$ cat src/rtl/core/pf24ul_pkg.sv
// ----------------------------------------------------------------------------
// pf24ul_pkg
// Shared types and constants for the packed float24 uniform loader.
// ----------------------------------------------------------------------------
`default_nettype none

package pf24ul_pkg;

   localparam int WORD_W  = 32;
   localparam int F24_W   = 24;
   localparam int INDEX_W = 8;
   localparam int COUNT_W = 3;
   localparam int SLOTS   = 4;

   // first uniform index that is rejected
   localparam logic [INDEX_W-1:0] UNIFORM_LIMIT = 8'd96;

   // words per vector in each packing mode
   localparam logic [COUNT_W-1:0] WORDS_F24 = 3'd3;
   localparam logic [COUNT_W-1:0] WORDS_F32 = 3'd4;

   // float32 -> float24 exponent handling
   localparam logic [7:0] EXP_REBIAS = 8'd64;
   localparam logic [7:0] EXP_MAX    = 8'd127;

   typedef enum logic {
      CMD_SETUP = 1'b0,
      CMD_DATA  = 1'b1
   } command_type;

   typedef enum logic {
      STATUS_WRITTEN  = 1'b0,
      STATUS_REJECTED = 1'b1
   } status_type;

   typedef struct packed {
      command_type        command;
      logic [WORD_W-1:0]  word;
      logic [INDEX_W-1:0] set_index;
      logic               set_float32;
   } req_type;

   typedef struct packed {
      status_type         status;
      logic [INDEX_W-1:0] uniform_slot;
      logic [F24_W-1:0]   comp_x;
      logic [F24_W-1:0]   comp_y;
      logic [F24_W-1:0]   comp_z;
      logic [F24_W-1:0]   comp_w;
   } rsp_type;

   // collected words, entry i is word i of the vector
   typedef logic [SLOTS-1:0][WORD_W-1:0] words_type;

   typedef struct packed {
      logic [F24_W-1:0] x;
      logic [F24_W-1:0] y;
      logic [F24_W-1:0] z;
      logic [F24_W-1:0] w;
   } comps_type;

endpackage

`default_nettype wire

$ cat src/rtl/core/pf24ul_f24_conv.sv
// ----------------------------------------------------------------------------
// pf24ul_f24_conv
// Float32 to float24 conversion: truncate, rebias, flush and saturate.
// ----------------------------------------------------------------------------
`default_nettype none

module pf24ul_f24_conv (
   input  wire logic [pf24ul_pkg::WORD_W-1:0] word,
   output logic      [pf24ul_pkg::F24_W-1:0]  f24
);

   logic        sign;
   logic [7:0]  exp_raw;
   logic [7:0]  exp_reb;
   logic [15:0] mant;

   assign sign    = word[31];
   assign exp_raw = word[30:23];
   assign mant    = word[22:7];
   assign exp_reb = exp_raw - pf24ul_pkg::EXP_REBIAS;

   always_comb begin
      if (exp_raw <= pf24ul_pkg::EXP_REBIAS) begin
         // underflow, zero and denormal: flush to signed zero
         f24 = {sign, 23'd0};
      end else if (exp_reb > pf24ul_pkg::EXP_MAX) begin
         f24 = {sign, pf24ul_pkg::EXP_MAX[6:0], mant};
      end else begin
         f24 = {sign, exp_reb[6:0], mant};
      end
   end

endmodule

`default_nettype wire

$ cat src/rtl/core/pf24ul_unpack.sv
// ----------------------------------------------------------------------------
// pf24ul_unpack
// Turns the collected words into four float24 components for either mode.
// ----------------------------------------------------------------------------
`default_nettype none

module pf24ul_unpack (
   input  wire logic                  float32_mode,
   input  wire pf24ul_pkg::words_type words,
   output pf24ul_pkg::comps_type      comps
);

   logic [pf24ul_pkg::SLOTS-1:0][pf24ul_pkg::F24_W-1:0] conv;

   for (genvar i = 0; i < pf24ul_pkg::SLOTS; i++) begin : g_conv
      pf24ul_f24_conv u_conv (
         .word (words[i]),
         .f24  (conv[i])
      );
   end

   always_comb begin
      if (float32_mode) begin
         // word i lands in component 3-i
         comps.w = conv[0];
         comps.z = conv[1];
         comps.y = conv[2];
         comps.x = conv[3];
      end else begin
         comps.w = words[0][31:8];
         comps.z = {words[0][7:0], words[1][31:16]};
         comps.y = {words[1][15:0], words[2][31:24]};
         comps.x = words[2][23:0];
      end
   end

endmodule

`default_nettype wire

$ cat src/rtl/core/packed_float24_uniform_loader.sv
// ----------------------------------------------------------------------------
// packed_float24_uniform_loader
// Float-uniform upload port: collects data words into float24 vectors.
// ----------------------------------------------------------------------------
// Usage:
//   The req channel carries one command item per handshake. A set-up item
//   (command 0) loads the starting uniform index and the packing mode. A data
//   item (command 1) adds one word to the vector being collected: three words
//   complete a vector in packed float24 mode, four in float32 mode. A set-up
//   item does not clear the word count.
//   Each completed vector gives one item on the rsp channel: the four float24
//   components and the uniform slot, after which the index advances. A slot
//   at or above the limit gives a rejected status with zero components and
//   the index stays put.
//   A completing data item passes the input register, then the result
//   register, which raises rsp_valid; a stalled rsp can hold the item in
//   the input register before it moves on.
//   Throughput: one item per cycle while req_stall is low, set by the
//   single pass from the input to the result register.
//   Reset clears the word count, the index, the mode and both valid flags.
//   A stalled rsp holds its item; the input register still drains items
//   that produce no result, and req_stall rises only when a completing
//   item must wait for the result register.
// ----------------------------------------------------------------------------
`default_nettype none

module packed_float24_uniform_loader (
   input  wire logic                clock,
   input  wire logic                reset,
   input  wire logic                req_valid,
   output logic                     req_stall,
   input  wire pf24ul_pkg::req_type req_data,
   output logic                     rsp_valid,
   input  wire logic                rsp_stall,
   output pf24ul_pkg::rsp_type      rsp_data
);

   // input register
   logic                s1_valid_ff, s1_valid_in;
   pf24ul_pkg::req_type s1_item_ff, s1_item_in;

   // block state
   pf24ul_pkg::words_type                store_ff;
   logic [pf24ul_pkg::COUNT_W-1:0]       count_ff, count_in;
   logic [pf24ul_pkg::INDEX_W-1:0]       index_ff, index_in;
   logic                                 mode_ff, mode_in;

   // result register
   logic                rsp_valid_ff, rsp_valid_in;
   pf24ul_pkg::rsp_type rsp_data_ff, rsp_data_in;

   logic                           is_data;
   logic [pf24ul_pkg::COUNT_W-1:0] count_inc;
   logic [pf24ul_pkg::COUNT_W-1:0] need;
   logic                           complete;
   logic                           reject;
   logic                           out_free;
   logic                           s1_go;
   logic                           req_take;
   pf24ul_pkg::words_type          words;
   pf24ul_pkg::comps_type          comps;

   assign is_data   = (s1_item_ff.command == pf24ul_pkg::CMD_DATA);
   assign count_inc = count_ff + 3'd1;
   assign need      = mode_ff ? pf24ul_pkg::WORDS_F32 : pf24ul_pkg::WORDS_F24;
   assign complete  = is_data && (count_inc >= need);
   assign reject    = (index_ff >= pf24ul_pkg::UNIFORM_LIMIT);

   // result register can load when empty or being drained this cycle
   assign out_free  = !rsp_valid_ff || !rsp_stall;
   // the held item retires now unless it must wait for the result register
   assign s1_go     = s1_valid_ff && (!complete || out_free);
   assign req_stall = s1_valid_ff && !s1_go;
   assign req_take  = req_valid && !req_stall;

   // merge the incoming word into the slot it will occupy
   always_comb begin
      words = store_ff;
      words[count_ff[1:0]] = s1_item_ff.word;
   end

   pf24ul_unpack u_unpack (
      .float32_mode (mode_ff),
      .words        (words),
      .comps        (comps)
   );

   // input register control
   always_comb begin
      s1_item_in  = s1_item_ff;
      s1_valid_in = s1_valid_ff;
      if (req_take) begin
         s1_item_in  = req_data;
         s1_valid_in = 1'b1;
      end else if (s1_go) begin
         s1_valid_in = 1'b0;
      end
   end

   // state update as the held item retires
   always_comb begin
      count_in = count_ff;
      index_in = index_ff;
      mode_in  = mode_ff;
      if (s1_go) begin
         if (!is_data) begin
            index_in = s1_item_ff.set_index;
            mode_in  = s1_item_ff.set_float32;
         end else if (complete) begin
            count_in = '0;
            if (!reject) begin
               index_in = index_ff + 8'd1;
            end
         end else begin
            count_in = count_inc;
         end
      end
   end

   // result register
   always_comb begin
      rsp_valid_in = rsp_valid_ff;
      rsp_data_in  = rsp_data_ff;
      if (s1_go && complete) begin
         rsp_valid_in             = 1'b1;
         rsp_data_in.uniform_slot = index_ff;
         if (reject) begin
            rsp_data_in.status = pf24ul_pkg::STATUS_REJECTED;
            rsp_data_in.comp_x = '0;
            rsp_data_in.comp_y = '0;
            rsp_data_in.comp_z = '0;
            rsp_data_in.comp_w = '0;
         end else begin
            rsp_data_in.status = pf24ul_pkg::STATUS_WRITTEN;
            rsp_data_in.comp_x = comps.x;
            rsp_data_in.comp_y = comps.y;
            rsp_data_in.comp_z = comps.z;
            rsp_data_in.comp_w = comps.w;
         end
      end else if (!rsp_stall) begin
         rsp_valid_in = 1'b0;
      end
   end

   always_ff @(posedge clock) begin
      if (reset) begin
         s1_valid_ff  <= 1'b0;
         rsp_valid_ff <= 1'b0;
         count_ff     <= '0;
         index_ff     <= '0;
         mode_ff      <= 1'b0;
      end else begin
         s1_valid_ff  <= s1_valid_in;
         rsp_valid_ff <= rsp_valid_in;
         count_ff     <= count_in;
         index_ff     <= index_in;
         mode_ff      <= mode_in;
      end
   end

   // payload: no reset needed
   always_ff @(posedge clock) begin
      s1_item_ff  <= s1_item_in;
      rsp_data_ff <= rsp_data_in;
      if (s1_go && is_data) begin
         store_ff[count_ff[1:0]] <= s1_item_ff.word;
      end
   end

   assign rsp_valid = rsp_valid_ff;
   assign rsp_data  = rsp_data_ff;

   // a partial vector never holds four or more words
   a_count_range : assert property (@(posedge clock) disable iff (reset)
      count_ff <= 3'd3)
      else $error("word count out of range");

   // stall only while an item is held
   a_stall_held : assert property (@(posedge clock) disable iff (reset)
      req_stall |-> s1_valid_ff)
      else $error("stall without a held item");

   // a rejected vector carries zero components
   a_reject_zero : assert property (@(posedge clock) disable iff (reset)
      (rsp_valid_ff && rsp_data_ff.status == pf24ul_pkg::STATUS_REJECTED) |->
      (rsp_data_ff.comp_x == '0 && rsp_data_ff.comp_y == '0 &&
       rsp_data_ff.comp_z == '0 && rsp_data_ff.comp_w == '0))
      else $error("rejected vector with nonzero components");

   // an accepted vector advances the index by one
   a_index_adv : assert property (@(posedge clock) disable iff (reset)
      (s1_go && complete && !reject) |=> (index_ff == $past(index_ff) + 8'd1))
      else $error("index did not advance");

endmodule

`default_nettype wire

$ cat config.mk
export PLATFORM = sky130hd
export DESIGN_NAME = packed_float24_uniform_loader
export DESIGN_NICKNAME = d
export VERILOG_FILES = /design/src/rtl/core/pf24ul_pkg.sv /design/src/rtl/core/pf24ul_f24_conv.sv /design/src/rtl/core/pf24ul_unpack.sv /design/src/rtl/core/packed_float24_uniform_loader.sv
export SDC_FILE = /design/constraint.sdc
export NUM_CORES = 1
export LEC_CHECK = 0
export BUFFER_PORTS_ARGS = -buffer_cell sky130_fd_sc_hd__buf_2
export CORE_MARGIN = 4
export CORE_UTILIZATION = 30
export DETAILED_ROUTE_END_ITERATION = 16
export PLACE_DENSITY = 0.47
export SLEW_MARGIN = 20
export SYNTH_ARGS = -nofsm -noshare
export SYNTH_HDL_FRONTEND = slang
export SYNTH_SLANG_ARGS = --single-unit
$ cat constraint.sdc
create_clock -name clock -period 6.5 [get_ports clock]
set_input_delay 0.65 -clock clock [delete_from_list [all_inputs] [get_ports clock]]
set_output_delay 0.65 -clock clock [all_outputs]
set_load 0.05 [all_outputs]
==> metrics.txt <==
# TYPE chip_impl_metric gauge
chip_impl_metric{name="pwr_density_cell",unit="nW/um^2"} 295
chip_impl_metric{name="grt_start_max_net_pins",unit=""} 75
chip_impl_metric{name="post_synthesis_adder_cell_area_fraction",unit=""} 0.0206
chip_impl_metric{name="synth_sequential_area_ratio",unit=""} 0.685
chip_impl_metric{name="routed_wirelength",unit="mm"} 33.1
chip_impl_info{name="crit_path_end_kind",value="flip-flop"} 1
chip_impl_metric{name="vias_in_the_first_global_route",unit=""} 7682
chip_impl_metric{name="syn-mean-instance-area",unit="um^2"} 14.0
chip_impl_metric{name="timing.slew.headroom",unit=""} 0.351
chip_impl_info{name="critPathKind",value="flip-flop to flip-flop"} 1
chip_impl_info{name="min_path_type",value="input port to flip-flop"} 1
chip_impl_metric{name="boundaryPins",unit=""} 153
chip_impl_metric{name="clk_pin_slew_worst_paths",unit="ns"} 0.05
chip_impl_metric{name="timing_hold_violations_final",unit=""} 0
chip_impl_metric{name="finalNonFillerCells",unit=""} 1570
chip_impl_metric{name="post-dp-hpwl",unit="mm"} 21.8
chip_impl_metric{name="nNetsFinal",unit=""} 1088
chip_impl_info{name="slowest_stage",value="inv_4"} 1
chip_impl_metric{name="area_delta_synth_final",unit="%"} 19.8
chip_impl_info{name="critical_path.startpoint_type",value="flip-flop"} 1
chip_impl_metric{name="grt_pass1_wl",unit="mm"} 49.6
chip_impl_metric{name="maxCapViolCount",unit=""} 0
chip_impl_metric{name="first_iter_violations",unit=""} 412
chip_impl_metric{name="clock.fmax",unit="GHz"} 0.258
chip_impl_info{name="synth_top_family_by_area",value="multiplexers"} 1
chip_impl_info{name="cts-root-buf",value="clkbuf_16"} 1
chip_impl_metric{name="insertion_delay",unit="ns"} 0.53
chip_impl_metric{name="dr_total_vias",unit=""} 7426
chip_impl_metric{name="clock-skew-final",unit="ns"} 0.0313
chip_impl_metric{name="htree_num_levels",unit=""} 2
chip_impl_metric{name="finalCritPeriodShare",unit=""} 0.596
chip_impl_metric{name="postLayoutCellArea",unit="um^2"} 14600
chip_impl_metric{name="synth-seq-cells",unit=""} 282
chip_impl_metric{name="hold_ws",unit="ns"} 0.301
chip_impl_metric{name="synthCells",unit=""} 868
chip_impl_metric{name="dpl.cell_count",unit=""} 1511
chip_impl_metric{name="viasPerCell",unit=""} 4.73
chip_impl_metric{name="fraction_of_synthesized_cell_area_in_xor_and_xnor_cells",unit=""} 0.000720
chip_impl_metric{name="worst-slew-pin-transition",unit="ns"} 0.974
chip_impl_metric{name="drc_violation_count_after_routing",unit=""} 0
chip_impl_metric{name="detail-route-antenna-nets",unit=""} 0
chip_impl_info{name="tritoncts",value="done"} 1
chip_impl_metric{name="n_antenna_cell",unit=""} 0
chip_impl_metric{name="cts.hold.buffers_added",unit=""} 0
chip_impl_metric{name="clock_tree.buffer_depth",unit=""} 3
chip_impl_metric{name="post_cts_resized",unit=""} 0
chip_impl_metric{name="path_max_fanout",unit=""} 69
chip_impl_metric{name="clock_sink_count",unit=""} 282
chip_impl_metric{name="cts-buffers-inserted",unit=""} 34
chip_impl_metric{name="die_area",unit="um^2"} 43800
chip_impl_metric{name="floorplan.initialDensity",unit=""} 0.305
chip_impl_metric{name="die_height",unit="um"} 209
chip_impl_metric{name="fp.dieW",unit="um"} 209
chip_impl_metric{name="yosysWarnings",unit=""} 0
chip_impl_metric{name="synth_mux_area_frac",unit=""} 0.115
chip_impl_metric{name="max-vdd-ir-drop",unit="uV"} 153
chip_impl_metric{name="synth.cell_area",unit="um^2"} 12200
chip_impl_metric{name="initial_antenna_violation_count",unit=""} 0
chip_impl_metric{name="rows",unit=""} 73
chip_impl_metric{name="grt_util_all_layers",unit=""} 0.148
chip_impl_metric{name="floorplan.core_area",unit="um^2"} 39900
chip_impl_metric{name="firstDrtPassIters",unit=""} 5
chip_impl_metric{name="place.gp.congestion",unit=""} 0.753
chip_impl_metric{name="simple_gate_fraction_of_synth_area",unit=""} 0.0766
chip_impl_metric{name="avgRoutedWirePerCell",unit="um"} 21.1
chip_impl_metric{name="post-cts-setup-buffer-count",unit=""} 0
chip_impl_metric{name="netlist-cell-type-count",unit=""} 46
chip_impl_info{name="rsz0062_at_grt",value="false"} 1
chip_impl_metric{name="gr-total-overflow",unit=""} 0
chip_impl_info{name="run_status",value="complete, no violations"} 1
chip_impl_metric{name="finalSetupViolCount",unit=""} 0
chip_impl_metric{name="timing_max_transition_violations_final",unit=""} 0
chip_impl_metric{name="synth_compound_area_frac",unit=""} 0.0702
chip_impl_metric{name="timing.critical_path.slowest_cell_delay",unit="ns"} 0.74
chip_impl_metric{name="worst-endpoint-required",unit="ns"} 6.66
chip_impl_metric{name="leakagePower",unit="nW"} 5.31
chip_impl_metric{name="synth_nets",unit=""} 934
chip_impl_metric{name="post-route-min-period",unit="ns"} 3.88
chip_impl_metric{name="timing.critical_path.arrival",unit="ns"} 4.04
chip_impl_metric{name="placement.io_buffers",unit=""} 152
chip_impl_metric{name="final.setup.tns",unit="ns"} 0
chip_impl_metric{name="place_area",unit="um^2"} 13500
chip_impl_metric{name="final.setup.worst_slack",unit="ns"} 2.62
chip_impl_metric{name="place_ws",unit="ns"} 2.59
chip_impl_info{name="worstPathCellList",value="inv_2, ha_1, a21oi_1, o21a_1, o21bai_1, inv_4, buf_4"} 1
chip_impl_metric{name="drive_gt1_frac",unit=""} 0.316
registers in the layout (all words and copies together) (netlist names):
register     flops
mode_ff          1
rsp_data       105
s1_item_ff      41
index_ff         8
count_ff         3
s1_valid_ff      1
is_data          1
rsp_valid        1
store_ff       121
placed cells by master, fill, tap and decap left out, types with 3 or more instances in the layout:
master     Yosys  layout
edfxtp_1     268     268
buf_2         18     152
nand2_1      114     114
mux2_2        90      90
a21oi_1       73      73
o21ai_0       42      42
clkbuf_16      0      35
nor2_1        35      34
inv_1         34      32
mux2i_1       30      30
nand3_1       25      25
ha_1          20      20
buf_4          1      15
dfxtp_1       14      14
nor3_1         9       9
clkinv_1       1       7
mux2_4         6       6
clkinv_2       0       6
nor2b_1        6       5
nand2b_1       5       5
o21a_1         4       4
a22oi_2        4       4
bufinv_16      0       4
nor3b_1        3       3
o32ai_1        3       3
o21ai_1        3       3
a211oi_1       3       3
a22oi_1        3       3
clkbuf_1      23       3
synth_stat cells, drive strengths merged:
cell / n / area share
buf: 26 / 0.014
ha: 20 / 0.021
a22oi: 7 / 0.0060
xor2: 1 / 0.00072
or4: 1 / 0.00062
mux2i: 30 / 0.025
a2111o: 1 / 0.00093
nor3: 9 / 0.0037
dfxtp: 14 / 0.023
nor2b: 6 / 0.0031
a31oi: 1 / 0.0010
inv: 34 / 0.010
o21bai: 1 / 0.00062
and2: 1 / 0.00051
a21oi: 75 / 0.031
nor4b: 1 / 0.00072
o21a: 4 / 0.0025
clkinv: 1 / 0.00031
o22ai: 1 / 0.00051
nand3: 25 / 0.010
and3: 1 / 0.00051
nor4: 4 / 0.0045
a211oi: 5 / 0.0039
o21ai: 45 / 0.019
nor3b: 3 / 0.0019
clkbuf: 23 / 0.0071
and4: 1 / 0.00072
or2: 1 / 0.00051
nor2: 35 / 0.011
o32ai: 3 / 0.0022
nand4: 2 / 0.0010
nand2: 114 / 0.035
a21o: 2 / 0.0012
mux2: 96 / 0.091
edfxtp: 268 / 0.66
nand2b: 5 / 0.0026
o41ai: 1 / 0.0013
worst max-delay path: cells and delay by family, from the launching register on:
| family | cells | cell delay [ns] |
|---|---|---|
| AOI/OAI and AO/OA | 3 | 0.83 |
| adders and majority gates | 1 | 0.41 |
| buffers and inverters | 3 | 1.64 |
| DFF | 1 | 0.58 |
layer usage:
metal  GRT usage  share of wire  up-vias
li1            -              -     3501
met4      0.0371          0.020        0
met1       0.209           0.47     3672
met5           0              0        -
met3      0.0244          0.044       43
met2       0.238           0.47      210
logic make-up after synthesis:
family	after synthesis
flops	282
simple gates	209
compound gates	146
mux	126
buf+inv	84
fa+ha+maj	20
xor+xnor	1
cell type report:
| class | instances | area (um^2) |
|---|---|---|
| multi-input combinational | 502 | 3460 |
| clock inverter | 21 | 228 |
| tap | 525 | 657 |
| timing repair buffer | 167 | 873 |
| inverter | 35 | 135 |
| fill | 3919 | 25300 |
| sequential | 282 | 8330 |
| clock buffer | 38 | 887 |
stage by stage:
stage | total power [mW] | util
floorplan | 2.32 | -
global placement | 2.44 | 0.337
detailed placement | 2.44 | 0.337
CTS | 4.37 | 0.365
global route | 4.47 | 0.365
finish | 4.31 | 0.365
path summary, 6_finish.rpt:
check / start / end / slack [ns] / cells after the start
max: mode_ff / store_ff[0] / 2.62 / 7
min: req_data[11] / s1_item_ff[11] / 0.30 / 1
max reg2reg: mode_ff / store_ff[0] / 2.62 / 7
min reg2reg: count_ff[1] / count_ff[1] / 0.50 / 2
power by group:
part	switching (mW)	internal [mW]	leakage (nW)
clock	0.767	1.14	0.540
sequential	0.0417	2.06	2.59
combinational	0.192	0.102	2.19
total	1.00	3.30	5.31
No activity file was read; power rests on OpenSTA's default activity.
